==> src/frd_pkg.sv <==
// ----------------------------------------------------------------------------
// frd_pkg: shared types and constants of the reply frame deframer
// Frame marker bytes, frame positions and the beat type passed between stages.
// ----------------------------------------------------------------------------
package frd_pkg;

    localparam int BYTE_W  = 8;
    localparam int VALUE_W = 16;
    localparam int POS_W   = 4;

    localparam logic [BYTE_W-1:0] START_BYTE   = 8'h7E;
    localparam logic [BYTE_W-1:0] VERSION_BYTE = 8'hFF;
    localparam logic [BYTE_W-1:0] LENGTH_BYTE  = 8'h06;
    localparam logic [BYTE_W-1:0] END_BYTE     = 8'hEF;

    // Position = number of frame bytes held so far; 0 means hunting.
    localparam logic [POS_W-1:0] POS_HUNT      = 4'd0;
    localparam logic [POS_W-1:0] POS_VERSION   = 4'd1;
    localparam logic [POS_W-1:0] POS_LENGTH    = 4'd2;
    localparam logic [POS_W-1:0] POS_TYPE      = 4'd3;
    localparam logic [POS_W-1:0] POS_VALUE_HI  = 4'd5;
    localparam logic [POS_W-1:0] POS_VALUE_LO  = 4'd6;
    localparam logic [POS_W-1:0] POS_CHECK_HI  = 4'd7;
    localparam logic [POS_W-1:0] POS_CHECK_LO  = 4'd8;
    localparam logic [POS_W-1:0] POS_END       = 4'd9;

    // Frame bytes two to seven feed the running sum.
    localparam logic [POS_W-1:0] SUM_FIRST_POS = 4'd1;
    localparam logic [POS_W-1:0] SUM_LAST_POS  = 4'd6;

    typedef struct packed {
        logic              valid;
        logic [BYTE_W-1:0] data;
    } beat_t;

endpackage

==> src/frd_in_reg.sv <==
// ----------------------------------------------------------------------------
// frd_in_reg: receive byte input register
// Holds one received beat until the parser takes it.
// ----------------------------------------------------------------------------
module frd_in_reg (
    input  logic                      clk,
    input  logic                      rst_n,
    input  logic                      rx_valid,
    input  logic [frd_pkg::BYTE_W-1:0] rx_byte,
    output logic                      rx_stall,
    input  logic                      take,
    output frd_pkg::beat_t            beat
);

    logic                       valid_reg;
    logic                       valid_next;
    logic [frd_pkg::BYTE_W-1:0] data_reg;
    logic                       accept;

    // Stall only while a held beat cannot move on this cycle.
    assign rx_stall = valid_reg && !take;
    assign accept   = rx_valid && !rx_stall;

    always_comb
    begin
        valid_next = valid_reg;
        if (accept)
        begin
            valid_next = 1'b1;
        end
        else if (take)
        begin
            valid_next = 1'b0;
        end
    end

    always_ff @(posedge clk or negedge rst_n)
    begin
        if (!rst_n)
        begin
            valid_reg <= 1'b0;
        end
        else
        begin
            valid_reg <= valid_next;
        end
    end

    always_ff @(posedge clk)
    begin
        if (accept)
        begin
            data_reg <= rx_byte;
        end
    end

    assign beat.valid = valid_reg;
    assign beat.data  = data_reg;

endmodule

==> src/frd_parser.sv <==
// ----------------------------------------------------------------------------
// frd_parser: frame tracker, checksum and reply register
// Steps the frame position, keeps the running sum and byte stores, and loads
// the reply register when a complete frame passes its checks.
// ----------------------------------------------------------------------------
module frd_parser (
    input  logic                        clk,
    input  logic                        rst_n,
    input  frd_pkg::beat_t              beat,
    output logic                        take,
    output logic                        reply_valid,
    input  logic                        reply_stall,
    output logic [frd_pkg::BYTE_W-1:0]  reply_type,
    output logic [frd_pkg::VALUE_W-1:0] reply_value
);

    logic [frd_pkg::POS_W-1:0]   pos_reg;
    logic [frd_pkg::POS_W-1:0]   pos_next;
    logic [frd_pkg::POS_W-1:0]   pos_eff;
    logic [frd_pkg::VALUE_W-1:0] sum_reg;
    logic [frd_pkg::VALUE_W-1:0] sum_next;
    logic [frd_pkg::BYTE_W-1:0]  type_reg;
    logic [frd_pkg::BYTE_W-1:0]  value_hi_reg;
    logic [frd_pkg::BYTE_W-1:0]  value_lo_reg;
    logic [frd_pkg::BYTE_W-1:0]  check_hi_reg;
    logic [frd_pkg::BYTE_W-1:0]  check_lo_reg;
    logic                        reply_valid_reg;
    logic                        reply_valid_next;
    logic [frd_pkg::BYTE_W-1:0]  reply_type_reg;
    logic [frd_pkg::VALUE_W-1:0] reply_value_reg;
    logic                        frame_good;
    logic [frd_pkg::BYTE_W-1:0]  b;

    assign b       = beat.data;
    // Hold only the end byte while a reply still waits; other bytes keep moving.
    assign take    = beat.valid
                  && !(pos_eff == frd_pkg::POS_END && reply_valid_reg && reply_stall);
    assign pos_eff = (pos_reg > frd_pkg::POS_END) ? frd_pkg::POS_HUNT : pos_reg;

    assign frame_good = (b == frd_pkg::END_BYTE)
                     && ((~sum_reg + 16'd1) == {check_hi_reg, check_lo_reg});

    always_comb
    begin
        pos_next = pos_reg;
        sum_next = sum_reg;
        if (take)
        begin
            pos_next = pos_eff + 4'd1;
            if (pos_eff >= frd_pkg::SUM_FIRST_POS && pos_eff <= frd_pkg::SUM_LAST_POS)
            begin
                sum_next = sum_reg + {8'd0, b};
            end
            unique case (pos_eff)
                frd_pkg::POS_HUNT:
                begin
                    sum_next = '0;
                    pos_next = (b == frd_pkg::START_BYTE) ? frd_pkg::POS_VERSION
                                                          : frd_pkg::POS_HUNT;
                end
                frd_pkg::POS_VERSION:
                    pos_next = (b == frd_pkg::VERSION_BYTE) ? frd_pkg::POS_LENGTH
                                                            : frd_pkg::POS_HUNT;
                frd_pkg::POS_LENGTH:
                    pos_next = (b == frd_pkg::LENGTH_BYTE) ? frd_pkg::POS_TYPE
                                                           : frd_pkg::POS_HUNT;
                frd_pkg::POS_END:
                    pos_next = frd_pkg::POS_HUNT;
                default:
                    ;
            endcase
        end
    end

    // Hold the reply until taken; load a new one only from an accepted frame.
    always_comb
    begin
        reply_valid_next = reply_valid_reg && reply_stall;
        if (take && pos_eff == frd_pkg::POS_END && frame_good)
        begin
            reply_valid_next = 1'b1;
        end
    end

    always_ff @(posedge clk or negedge rst_n)
    begin
        if (!rst_n)
        begin
            pos_reg         <= frd_pkg::POS_HUNT;
            sum_reg         <= '0;
            reply_valid_reg <= 1'b0;
        end
        else
        begin
            pos_reg         <= pos_next;
            sum_reg         <= sum_next;
            reply_valid_reg <= reply_valid_next;
        end
    end

    always_ff @(posedge clk)
    begin
        if (take)
        begin
            case (pos_eff)
                frd_pkg::POS_TYPE:     type_reg     <= b;
                frd_pkg::POS_VALUE_HI: value_hi_reg <= b;
                frd_pkg::POS_VALUE_LO: value_lo_reg <= b;
                frd_pkg::POS_CHECK_HI: check_hi_reg <= b;
                frd_pkg::POS_CHECK_LO: check_lo_reg <= b;
                frd_pkg::POS_END:
                begin
                    if (frame_good)
                    begin
                        reply_type_reg  <= type_reg;
                        reply_value_reg <= {value_hi_reg, value_lo_reg};
                    end
                end
                default:
                    ;
            endcase
        end
    end

    assign reply_valid = reply_valid_reg;
    assign reply_type  = reply_type_reg;
    assign reply_value = reply_value_reg;

    a_pos_range: assert property (@(posedge clk) disable iff (!rst_n)
        pos_reg <= frd_pkg::POS_END)
        else $error("frame position out of range");

    a_reply_from_end: assert property (@(posedge clk) disable iff (!rst_n)
        (reply_valid_next && !(reply_valid_reg && reply_stall))
            |-> (take && pos_eff == frd_pkg::POS_END))
        else $error("reply loaded outside the end byte");

    a_end_returns_hunt: assert property (@(posedge clk) disable iff (!rst_n)
        (take && pos_eff == frd_pkg::POS_END) |=> pos_reg == frd_pkg::POS_HUNT)
        else $error("end byte did not return to hunting");

    a_hunt_clears_sum: assert property (@(posedge clk) disable iff (!rst_n)
        (take && pos_eff == frd_pkg::POS_HUNT) |=> sum_reg == '0)
        else $error("running sum not cleared while hunting");

endmodule

==> src/framed_reply_deframer_unit.sv <==
// ----------------------------------------------------------------------------
// framed_reply_deframer_unit: 10-byte reply frame deframer
// Assembles 7E FF 06 reply frames from received bytes and emits good replies.
// ----------------------------------------------------------------------------
// Takes one received byte per cycle with no gaps; a reply held back by its
// consumer stalls the input only once the end byte of the next frame is
// reached. A byte passes an input register and then the frame tracker, and
// the reply register loads once the tracker takes the end byte of its frame.
// Only frames with the correct header, a checksum equal to the negated
// 16-bit sum of bytes two to seven, and an 0xEF end byte produce a reply;
// any other frame is dropped without notice. A byte that breaks the header
// sends the block back to hunting and is not itself taken as a new start.
module framed_reply_deframer_unit (
    input  logic                        clk,
    input  logic                        rst_n,
    input  logic                        rx_valid,
    output logic                        rx_stall,
    input  logic [frd_pkg::BYTE_W-1:0]  rx_byte,
    output logic                        reply_valid,
    input  logic                        reply_stall,
    output logic [frd_pkg::BYTE_W-1:0]  reply_type,
    output logic [frd_pkg::VALUE_W-1:0] reply_value
);

    frd_pkg::beat_t beat;
    logic           take;

    frd_in_reg u_in_reg (
        .clk      (clk),
        .rst_n    (rst_n),
        .rx_valid (rx_valid),
        .rx_byte  (rx_byte),
        .rx_stall (rx_stall),
        .take     (take),
        .beat     (beat)
    );

    frd_parser u_parser (
        .clk         (clk),
        .rst_n       (rst_n),
        .beat        (beat),
        .take        (take),
        .reply_valid (reply_valid),
        .reply_stall (reply_stall),
        .reply_type  (reply_type),
        .reply_value (reply_value)
    );

endmodule
==> config.mk <==
export PLATFORM = sky130hd
export DESIGN_NAME = framed_reply_deframer_unit
export DESIGN_NICKNAME = d
export VERILOG_FILES = /design/src/frd_pkg.sv /design/src/frd_in_reg.sv /design/src/frd_parser.sv /design/src/framed_reply_deframer_unit.sv
export SDC_FILE = /design/constraint.sdc
export NUM_CORES = 1
export LEC_CHECK = 0
export ABC_AREA = 1
export BUFFER_PORTS_ARGS = -buffer_cell sky130_fd_sc_hd__buf_2
export CAP_MARGIN = 20
export CORE_MARGIN = 10
export CORE_UTILIZATION = 40
export DETAILED_ROUTE_END_ITERATION = 7
export PLACE_DENSITY = 0.7
export SLEW_MARGIN = 15
export SYNTH_ARGS = -nofsm -noshare
export SYNTH_HDL_FRONTEND = slang
export SYNTH_SLANG_ARGS = --single-unit
==> constraint.sdc <==
create_clock -name clk -period 3.57 [get_ports clk]
set_clock_uncertainty 0.1 [all_clocks]
set_input_delay 0.1785 -clock clk [delete_from_list [all_inputs] [get_ports clk]]
set_output_delay 0.1785 -clock clk [all_outputs]
set_load 0.02 [all_outputs]
* After elaboration in Yosys (flattened, before gate mapping)
Index checks and enable logic that the tools add are counted.
** Operators by class
- Mux-type cells :: 10
- Magnitude comparators :: 3
- Add/subtract/negate cells :: 3
- Reductions and logical operators :: 23
- Eq/ne operators :: 13
- Bitwise logic cells :: 1
** Operators with widths (count)
- 16-bit 2-to-1 mux :: 2
- 16-bit by 1-bit adder with 16-bit output (second input constant) :: 1
- 16-bit by 8-bit adder with 16-bit output :: 1
- 16-bit equality test :: 1
- 8-bit equality test (second input constant) :: 2
- 16-bit NOT :: 1
- 4-bit case mux with 4 select lines :: 1
- 4-bit by 3-bit equality test with 1-bit output (second input constant) :: 3
- 2-bit AND reduction :: 6
- 1-bit logical AND :: 10
- 4-bit by 2-bit equality test with 1-bit output (second input constant) :: 2
- 4-bit equality test (second input constant) :: 2
- 8-bit by 3-bit equality test with 1-bit output (second input constant) :: 1
- 8-bit by 7-bit equality test with 1-bit output (second input constant) :: 1
- 4-bit by 1-bit adder with 4-bit output (second input constant) :: 1
- 4-bit by 1-bit equality test with 1-bit output (second input constant) :: 1
- 4-bit by 1-bit >= comparator with 1-bit output (second input constant) :: 1
- 4-bit > comparator (second input constant) :: 1
- 4-bit by 3-bit less-or-equal comparator with 1-bit output (second input constant) :: 1
- 4-bit zero test :: 1
- 1-bit 2-to-1 mux :: 4
- 2-bit 2-to-1 mux :: 2
- 4-bit 2-to-1 mux :: 1
- 2-bit nonzero test :: 2
- 2 further kinds :: 4
** Word-level totals
- Register bits :: 94
- Input bits :: 12
- Word-level logic and storage cells :: 65
- Output and inout bits :: 26

* Longest topological paths before layout
Gate-level depths: netlist of run 1.
- Depth after elaboration :: 12
- Gate-level depth with buffers :: 14
- Mapped depth without buffers :: 13

* Hierarchy
From an unflattened synthesis of run 1, not the netlist that was laid out.
** Second synthesis, totals
- Cells, all modules :: 506
- Area, all modules :: 4805.9 um2
** Modules (own cells, without submodules)
- frd_parser :: cells each 490, area each 4500.6 um2, seq. area each 2447.3 um2, instances 1
- frd_in_reg :: cells each 16, area each 305.3 um2, seq. area each 265.3 um2, instances 1

* Worst setup path before layout of run 1
Ideal clock, no wire load.
- Kind :: register to register
- Start point :: reg u_parser.pos_reg[3] in the netlist's numbering
- End point :: reg u_parser.reply_type_reg, in the netlist u_parser.reply_type[0] (enable)
- Buffers on the path :: 1
- Setup slack :: 0.191 ns
- Stages on the path, launching flop included :: 15
- Arrival :: 2.874 ns
- Period minus slack after synthesis :: 3.379 ns
- Setup time :: 0.405 ns
- Data required time :: 3.065 ns
- Cell sequence :: dfrtp_1 inv_1 o21ai_0 inv_1 ha_1 nand2_4 nor2_4 nor2_4 buf_6 nand2_2 nor2_2 nand2_1 nor2_1 nand3_1 nor2_1
** Between the ends
- Cells in the longest elaborated chain, start to end :: 8
** Ends and longest elaborated chain
- start, declared :: RTL line frd_parser.sv:17 : logic [frd_pkg::POS_W-1:0] pos_reg;
- start signal, assigned :: RTL line frd_parser.sv:89 : pos_reg <= frd_pkg::POS_HUNT;
- start signal, assigned :: RTL line frd_parser.sv:95 : pos_reg <= pos_next;
- 4-bit > comparator :: RTL line frd_parser.sv:38 : assign pos_eff = (pos_reg > frd_pkg::POS_END) ? frd_pkg::POS_HUNT : pos_reg;
- 4-bit 2-to-1 mux (*) :: RTL line frd_parser.sv:38
- 4-bit equality test (*) :: RTL line frd_parser.sv:37, frd_parser.sv:105
- 1-bit logical AND (2 in a row) :: RTL line frd_parser.sv:37 : && !(pos_eff == frd_pkg::POS_END && reply_valid_reg && reply_stall);
- 1-bit zero test :: RTL line frd_parser.sv:37
- 1-bit logical AND :: RTL line frd_parser.sv:37
- 3-bit AND reduction (no line) (*)
- end signal, assigned :: RTL line frd_parser.sv:115 : reply_type_reg <= type_reg;
- end, declared :: RTL line frd_parser.sv:29 : logic [frd_pkg::BYTE_W-1:0] reply_type_reg;
Every way passes the cells marked *; elsewhere a longest branch is shown, timed or not.
A chain may end at the register's enable or synchronous reset.

* Worst setup path after layout of run 1
- Start point :: reg u_parser.pos_reg[3] in the netlist's numbering
- End point :: reg u_parser.reply_value_reg, in the netlist u_parser.reply_value[1] (enable)
** Between the ends
- Cells in the longest elaborated chain, start to end :: 8
** Ends and longest elaborated chain
- 4-bit > comparator :: RTL line frd_parser.sv:38
- 4-bit 2-to-1 mux (*) :: RTL line frd_parser.sv:38
- 4-bit equality test (*) :: RTL line frd_parser.sv:37, frd_parser.sv:105
- 1-bit logical AND (2 in a row) :: RTL line frd_parser.sv:37
- 1-bit zero test :: RTL line frd_parser.sv:37
- 1-bit logical AND :: RTL line frd_parser.sv:37
- 3-bit AND reduction (no line) (*)
- end signal, assigned :: RTL line frd_parser.sv:116 : reply_value_reg <= {value_hi_reg, value_lo_reg};
- end, declared :: RTL line frd_parser.sv:30 : logic [frd_pkg::VALUE_W-1:0] reply_value_reg;
Marked as above.

==> out/metrics.yaml, run 1 <==
status:
  outcome: "completed"
sta:
  timing.fmax_mhz: 337
  fin_tns_setup_ps: 0
  relSlewSlack: 0.560
  setup_ws_ps: 601
  rsz0062_at_grt: "false"
  worstMarginPinSlew_ps: 658
  fin_crit_ps: 2970
  slew_viol_final: 0
  period_share: 0.832
  setup_viol: 0
  hold_viol: 0
pwr:
  clkPwrFrac: 0.337
  power-per-cell-area_mw_per_mm2: 506
  p_sw_frac: 0.326
  seqPwrFrac: 0.436
  p_leak_nw: 2.52
  totalPowerFinal_mw: 2.86
  p_int_mw: 1.92
  ir_drop_mv: 0.219
  power_frac_comb: 0.227
  p_switching_uw: 932
synthesis:
  synth_area_leader_cell: "edfxtp_1"
  synthTopCellsByCount: "126 x nand2_1, 72 x edfxtp_1, 60 x inv_1"
  synth-edff-count: 72
  yosys_warnings: 0
  synth_area_mm2: 0.00487
  async_reset_ff_frac: 0.234
  synthTopCellsByArea: "edfxtp_1 44%, dfrtp_1 11%, nand2_1 9.7%, nand3_1 5.3%, inv_1 4.6%"
  syn_avg_cell_area_um2: 9.54
  synthCells: 510
  yosys_register_bits: 94
  syn_nets: 537
  synth_flop_cell: "edfxtp_1"
  synth-seq-area-share: 0.557
  synth_top_area_frac: 0.444
  synth_cell_type_count: 39
  yosysMostFrequentCell: "nand2_1"
floorplanning:
  initial_utilization: 0.407
  io-pin-count: 38
  die_area_mm2: 0.0170
  num_rows: 40
  die_w_um: 130
  coreArea_mm2: 0.0120
  fp.dieH_um: 130
route:
  vias: 3665
  viasPerCell: 5.08
  first_iter_violations: 232
  wl_um: 10700
  firstDrtPassIters: 4
  wire_per_inst_um: 14.8
  drcViolationCount: 0
  ant_nets: 0
worst_setup_path:
  path_cells: "inv_1, o21ai_0, inv_1, ha_1, nand2_4, nor2_4, nor2_4, nand2_2, nor2_2, nand2_1, nor2_1, nand3_1, nor2_2, buf_4"
  path_class: "reg -> reg"
  cp.required_ps: 3500
  crit_start: "u_parser.pos_reg[3]"
  reg2reg_slack_ps: 600
  crit_path_end_kind: "flip-flop"
  crit_slowest_cell: "o21ai_0"
  r2r_cells: 14
  critical_path.max_stage_delay_ps: 480
  worstReg2RegEnd: "u_parser.reply_value[1]"
  crit_arrival_ps: 2890
  cp-start-kind: "flip-flop"
  setup.worst_path.end: "u_parser.reply_value[1]"
  r2r_start: "u_parser.pos_reg[3]"
  path_max_fanout: 24
clock_tree:
  cts_resized: 0
  cts_max_level: 3
  tritoncts: "built"
  post_cts_buffers: 0
  path_clk_slew_ps: 70
  numClockSinks: 94
  clockBufferDepth: 2
  cts_buffers: 9
  ctsRootBufferMaster: "clkbuf_16"
  ctsHoldBuffers: 10
  clock_latency_ps: 350
finish:
  fillers: 1074
  fin_util: 0.472
  nNetsFinal: 596
  diodes: 0
  fin_cells: 721
  drive_above_1_share: 0.155
  syn2layout_area_growth_pct: 15.9
placed_design:
  io_buffers: 37
  place_ws_ps: 651
  dpl.cell_count: 695
  dpl.hpwl_um: 7920
  gp_congestion: 0.923
flow_run:
  cap_violations: 0
grt:
  grt_first_pass_wirelength_um: 17600
  grt_max_degree: 25
  antenna_found_initial: 0
  grt_pass1_vias: 3583
  grt_overflow: 0
  grtUsageTotal: 0.132
hold_path:
  hold_class: "in -> reg"
stage by stage:
| step | hold WS, ps | area (um2) |
|---|---|---|
| final | 88.6 | 5640 |
| after global routing | 141 | 5640 |
| after CTS | 72.9 | 5640 |
| after detailed placement | 113 | 5230 |
| after global placement | 107 | 5230 |
| after floorplan | -217 | 4870 |
placed cells by master, fill, tap and decap left out, types with 7 or more instances in the layout:
cell type	Yosys	routed
clkbuf_16	0	9
xor2_1	9	9
nand4_1	9	9
xnor2_1	11	11
dfrtp_1	22	22
nand2_1	126	126
nor2_1	47	46
dlygate4sd3_1	0	10
nor3_1	8	8
o21ai_0	17	17
nand3_1	52	52
edfxtp_1	72	72
inv_1	60	60
buf_2	1	37
a21oi_1	7	7
ha_1	14	14
kinds of logic (layout without fill, tap and decap cells):
group	Yosys count	in the layout	synth area share
compound gates	39	39	0.0455
fa+ha+maj	15	15	0.0401
simple gates	272	272	0.259
xor+xnor	20	20	0.0360
buf+inv	70	134	0.0615
flops	94	94	0.557
worst max-delay path: cells and delay by family (launching register included):
family          cells  cell delay (ps)
flops               1              410
simple gates        9              860
fa+ha+maj           1              270
compound gates      1              480
buf+inv             3              510
power groups by stage:
stage	registers, mW	clock network (mW)	logic (mW)
after CTS	1.24	0.980	0.647
after detailed placement	1.27	0	0.637
after floorplan	1.25	0	0.521
after global routing	1.25	1.02	0.737
final	1.24	0.962	0.649
after global placement	1.27	0	0.633
routing by layer:
layer / GRT usage / share of wire
met4: 0.0542 / 0.021
met3: 0.0252 / 0.058
met5: 0 / 0
met1: 0.166 / 0.44
met2: 0.218 / 0.48
worst min path at each step:
stage,start,end,slack (ps),cells after the start
2_1_floorplan,rst_n,u_in_reg.valid_reg,-220,0
3_3_place_gp,rst_n,u_parser.reply_valid,110,1
3_5_place_dp,rst_n,u_parser.reply_valid,110,1
4_1_cts,reply_stall,u_parser.reply_valid,70,3
5_1_grt,reply_stall,u_parser.reply_valid,140,3
6_report,reply_stall,u_parser.reply_valid,90,3
final cells by class:
class                   count  area, um2  area share
clock buffers               9        225      0.0399
clock inverters             7       83.8      0.0149
inverters                  65        249      0.0441
multi-input cells         346       1860       0.329
flip-flops and latches     94       2710       0.481
well taps                 147        184      0.0326
repair buffers             53        330      0.0585
No activity file was read; power rests on OpenSTA's default activity.
==> run 2, diff against run 1 <==
- ABC_AREA: 1 -> 0
- clock period: 3.57 -> 2.5 ns (I/O delays scaled with it)
==> out/metrics.yaml, run 2 <==
status:
  outcome: "finished with violations"  # was completed
  violations: "setup timing"
clock_tree:
  numClockSinks: 94  # unchanged
  clockBufferDepth: 2  # unchanged
  cts_buffers: 9  # unchanged
  cts_max_level: 3  # unchanged
  path_clk_slew_ps: 110  # was 70 ps
  tritoncts: "built"  # unchanged
  ctsRootBufferMaster: "clkbuf_8"  # was clkbuf_16
  clock_latency_ps: 380  # was 350 ps
synthesis:
  synth_top_area_frac: 0.490  # was 0.444
  synthAdderAreaFrac: 0.0442  # was 0.0401
  synth_top_family_by_area: "simple AND/OR/NAND/NOR gates"  # unchanged
  synth_simple_gate_area_frac: 0.139  # was 0.259
  async_reset_ff_frac: 0.234  # unchanged
  synth_compound_area_frac: 0.119  # was 0.0455
  synthCells: 343  # was 510
  yosysMostFrequentCell: "edfxtp_1"  # was nand2_1
  synth_area_leader_cell: "edfxtp_1"  # unchanged
  synthMuxAreaShare: 0  # unchanged
  synthTopCellsByArea: "edfxtp_1 49%, dfrtp_1 12%, ha_1 4.0%, xnor2_1 3.8%, a21oi_1 1.9%"  # was edfxtp_1 44%, dfrtp_1 11%, nand2_1 9.7%, nand3_1 5.3%, inv_1 4.6%
  synthTopCellsByCount: "72 x edfxtp_1, 22 x dfrtp_1, 22 x nand2_1"  # was 126 x nand2_1, 72 x edfxtp_1, 60 x inv_1
  yosys_register_bits: 94  # unchanged
  synth-edff-count: 72  # unchanged
  synth_flop_cell: "edfxtp_1"  # unchanged
  syn_avg_cell_area_um2: 12.9  # was 9.54 um2
  syn_nets: 370  # was 537
  synth_xor_xnor_area_share: 0.0592  # was 0.0360
  synth_cell_type_count: 60  # was 39
  synth_area_mm2: 0.00441  # was 0.00487 mm2
  synth-seq-area-share: 0.615  # was 0.557
  yosys_warnings: 0  # unchanged
worst_setup_path:
  r2r_start: "u_parser.sum_reg[0]"  # was u_parser.pos_reg[3]
  path_class: "reg -> reg"  # unchanged
  reg2reg_slack_ps: -60  # was 600 ps
  path_max_fanout: 12  # was 24
  critical_path.max_stage_delay_ps: 420  # was 480 ps
  crit_arrival_ps: 2540  # was 2890 ps
  r2r_cells: 8  # was 14
  crit_path_end_kind: "flip-flop"  # unchanged
  path_cells: "buf_6, nor3_4, a22o_1, nand4_1, a2111o_1, nand4b_1, nor3_4, buf_6"  # was inv_1, o21ai_0, inv_1, ha_1, nand2_4, nor2_4, nor2_4, nand2_2, nor2_2, nand2_1, nor2_1, nand3_1, nor2_2, buf_4
  worstReg2RegEnd: "u_parser.reply_value[14]"  # was u_parser.reply_value[1]
  cp-start-kind: "flip-flop"  # unchanged
  crit_slowest_cell: "dfrtp_1"  # was o21ai_0
  cp.required_ps: 2480  # was 3500 ps
sta:
  setup_viol: 24  # was 0
  timing.hold.ws_ps: 165  # was 88.6 ps
  fin_tns_setup_ps: -1300  # was 0 ps
  timing.fmax_mhz: 391  # was 337 MHz
  rsz0062_at_grt: "true"  # was false
  hold_viol: 0  # unchanged
  setup_ws_ps: -60.4  # was 601 ps
  period_share: 1.02  # was 0.832
  worstMarginPinSlew_ps: 569  # was 658 ps
  slew_viol_final: 0  # unchanged
  relSlewSlack: 0.621  # was 0.560
  fin_crit_ps: 2560  # was 2970 ps
grt:
  grt_pass1_vias: 3289  # was 3583
  grtUsageTotal: 0.143  # was 0.132
  grt_max_degree: 23  # was 25
  grt_first_pass_wirelength_um: 18100  # was 17600 um
  antenna_found_initial: 0  # unchanged
  grt_overflow: 0  # unchanged
floorplanning:
  die_area_mm2: 0.0156  # was 0.0170 mm2
  num_rows: 38  # was 40
  fp.dieH_um: 125  # was 130 um
  die_w_um: 125  # was 130 um
  io-pin-count: 38  # unchanged
  coreArea_mm2: 0.0108  # was 0.0120 mm2
  initial_utilization: 0.407  # about the same
route:
  wire_per_inst_um: 18.9  # was 14.8 um
  firstDrtPassIters: 6  # was 4
  vias: 3334  # was 3665
  drcViolationCount: 0  # unchanged
  first_iter_violations: 287  # was 232
  viasPerCell: 5.58  # was 5.08
  ant_nets: 0  # unchanged
  wl_um: 11300  # was 10700 um
pwr:
  power-per-cell-area_mw_per_mm2: 1050  # was 506 mW/mm2
  p_leak_nw: 2.21  # was 2.52 nW
  totalPowerFinal_mw: 5.94  # was 2.86 mW
  ir_drop_mv: 0.446  # was 0.219 mV
placed_design:
  place_ws_ps: -81.0  # was 651 ps
  dpl.hpwl_um: 8180  # was 7920 um
  dpl.cell_count: 564  # was 695
  gp_congestion: 0.919  # was 0.923
  io_buffers: 37  # unchanged
  placed_area_mm2: 0.00516  # was 0.00523 mm2
finish:
  nNetsFinal: 480  # was 596
  final_cell_mix: "72 x edfxtp_1, 54 x buf_4, 37 x buf_2"  # was 126 x nand2_1, 72 x edfxtp_1, 60 x inv_1
  design_area_mm2: 0.00564  # about the same
  syn2layout_area_growth_pct: 27.8  # was 15.9%
  fillers: 912  # was 1074
  fin_util: 0.520  # was 0.472
  drive_above_1_share: 0.321  # was 0.155
  fin_cells: 598  # was 721
  diodes: 0  # unchanged
  final_common_cell: "edfxtp_1"  # was nand2_1
flow_run:
  cap_violations: 0  # unchanged
hold_path:
  hold_class: "in -> async"  # was in -> reg
[run 2: power by group]
part	total, mW	internal (mW)	switching (mW)
sequential	2.15	1.94	0.214
clock	1.02	0.393	0.630
combinational	2.76	1.26	1.50
total	5.94	3.60	2.34
[run 2: how the worst max path moves through the flow]
stage	from	endpoint	slack [ps]
after floorplan	u_parser.sum_reg[1]	u_parser.reply_type[0]	-400
after global placement	u_parser.sum_reg[0]	u_parser.reply_value[9]	7
after detailed placement	u_parser.sum_reg[0]	u_parser.reply_value[15]	-80
after CTS	u_parser.sum_reg[2]	u_parser.reply_value[1]	0.004
after global routing	u_parser.sum_reg[0]	u_parser.reply_type[0]	-220
final	u_parser.sum_reg[0]	u_parser.reply_value[14]	-60
[run 2: final cells by class]
type                       count  area, um2  area share
sequential                    94       2710       0.481
tap                          140        175      0.0311
timing repair buffer         107        757       0.134
multi-input combinational    226       1740       0.309
clock inverter                 7       72.6      0.0129
clock buffer                   9        124      0.0220
inverter                      15       56.3     0.00998
[run 2: what timing repair did]
action                                 4_1_cts  5_1_grt
cloned                                       1        0
setup endpoints to repair                   26       40
buffers inserted                             7        1
pin swaps                                   13        8
gates resized for setup                     16       20
endpoints found under the hold margin       32        0
hold buffers                                11        0
[run 2: layer usage]
metal,vias up,track usage,share of wire
met5,-,0,0
met4,0,0.0650,0.034
met3,25,0.0317,0.056
met2,135,0.232,0.49
met1,1641,0.178,0.42
li1,1533,-,-
[run 2: worst max-delay path, delay by kind of cell, from the launching register on]
family | cells | cell delay [ps]
compound gates | 2 | 580
buf+inv | 2 | 340
flops | 1 | 420
simple gates | 4 | 840
[run 2: cell families after synthesis]
group                      Yosys count
xor gates and xnor gates            29
buffers and inverters               23
DFF                                 94
adders and majority gates           15
AOI/OAI and AO/OA                   77
and+or+nand+nor                    105
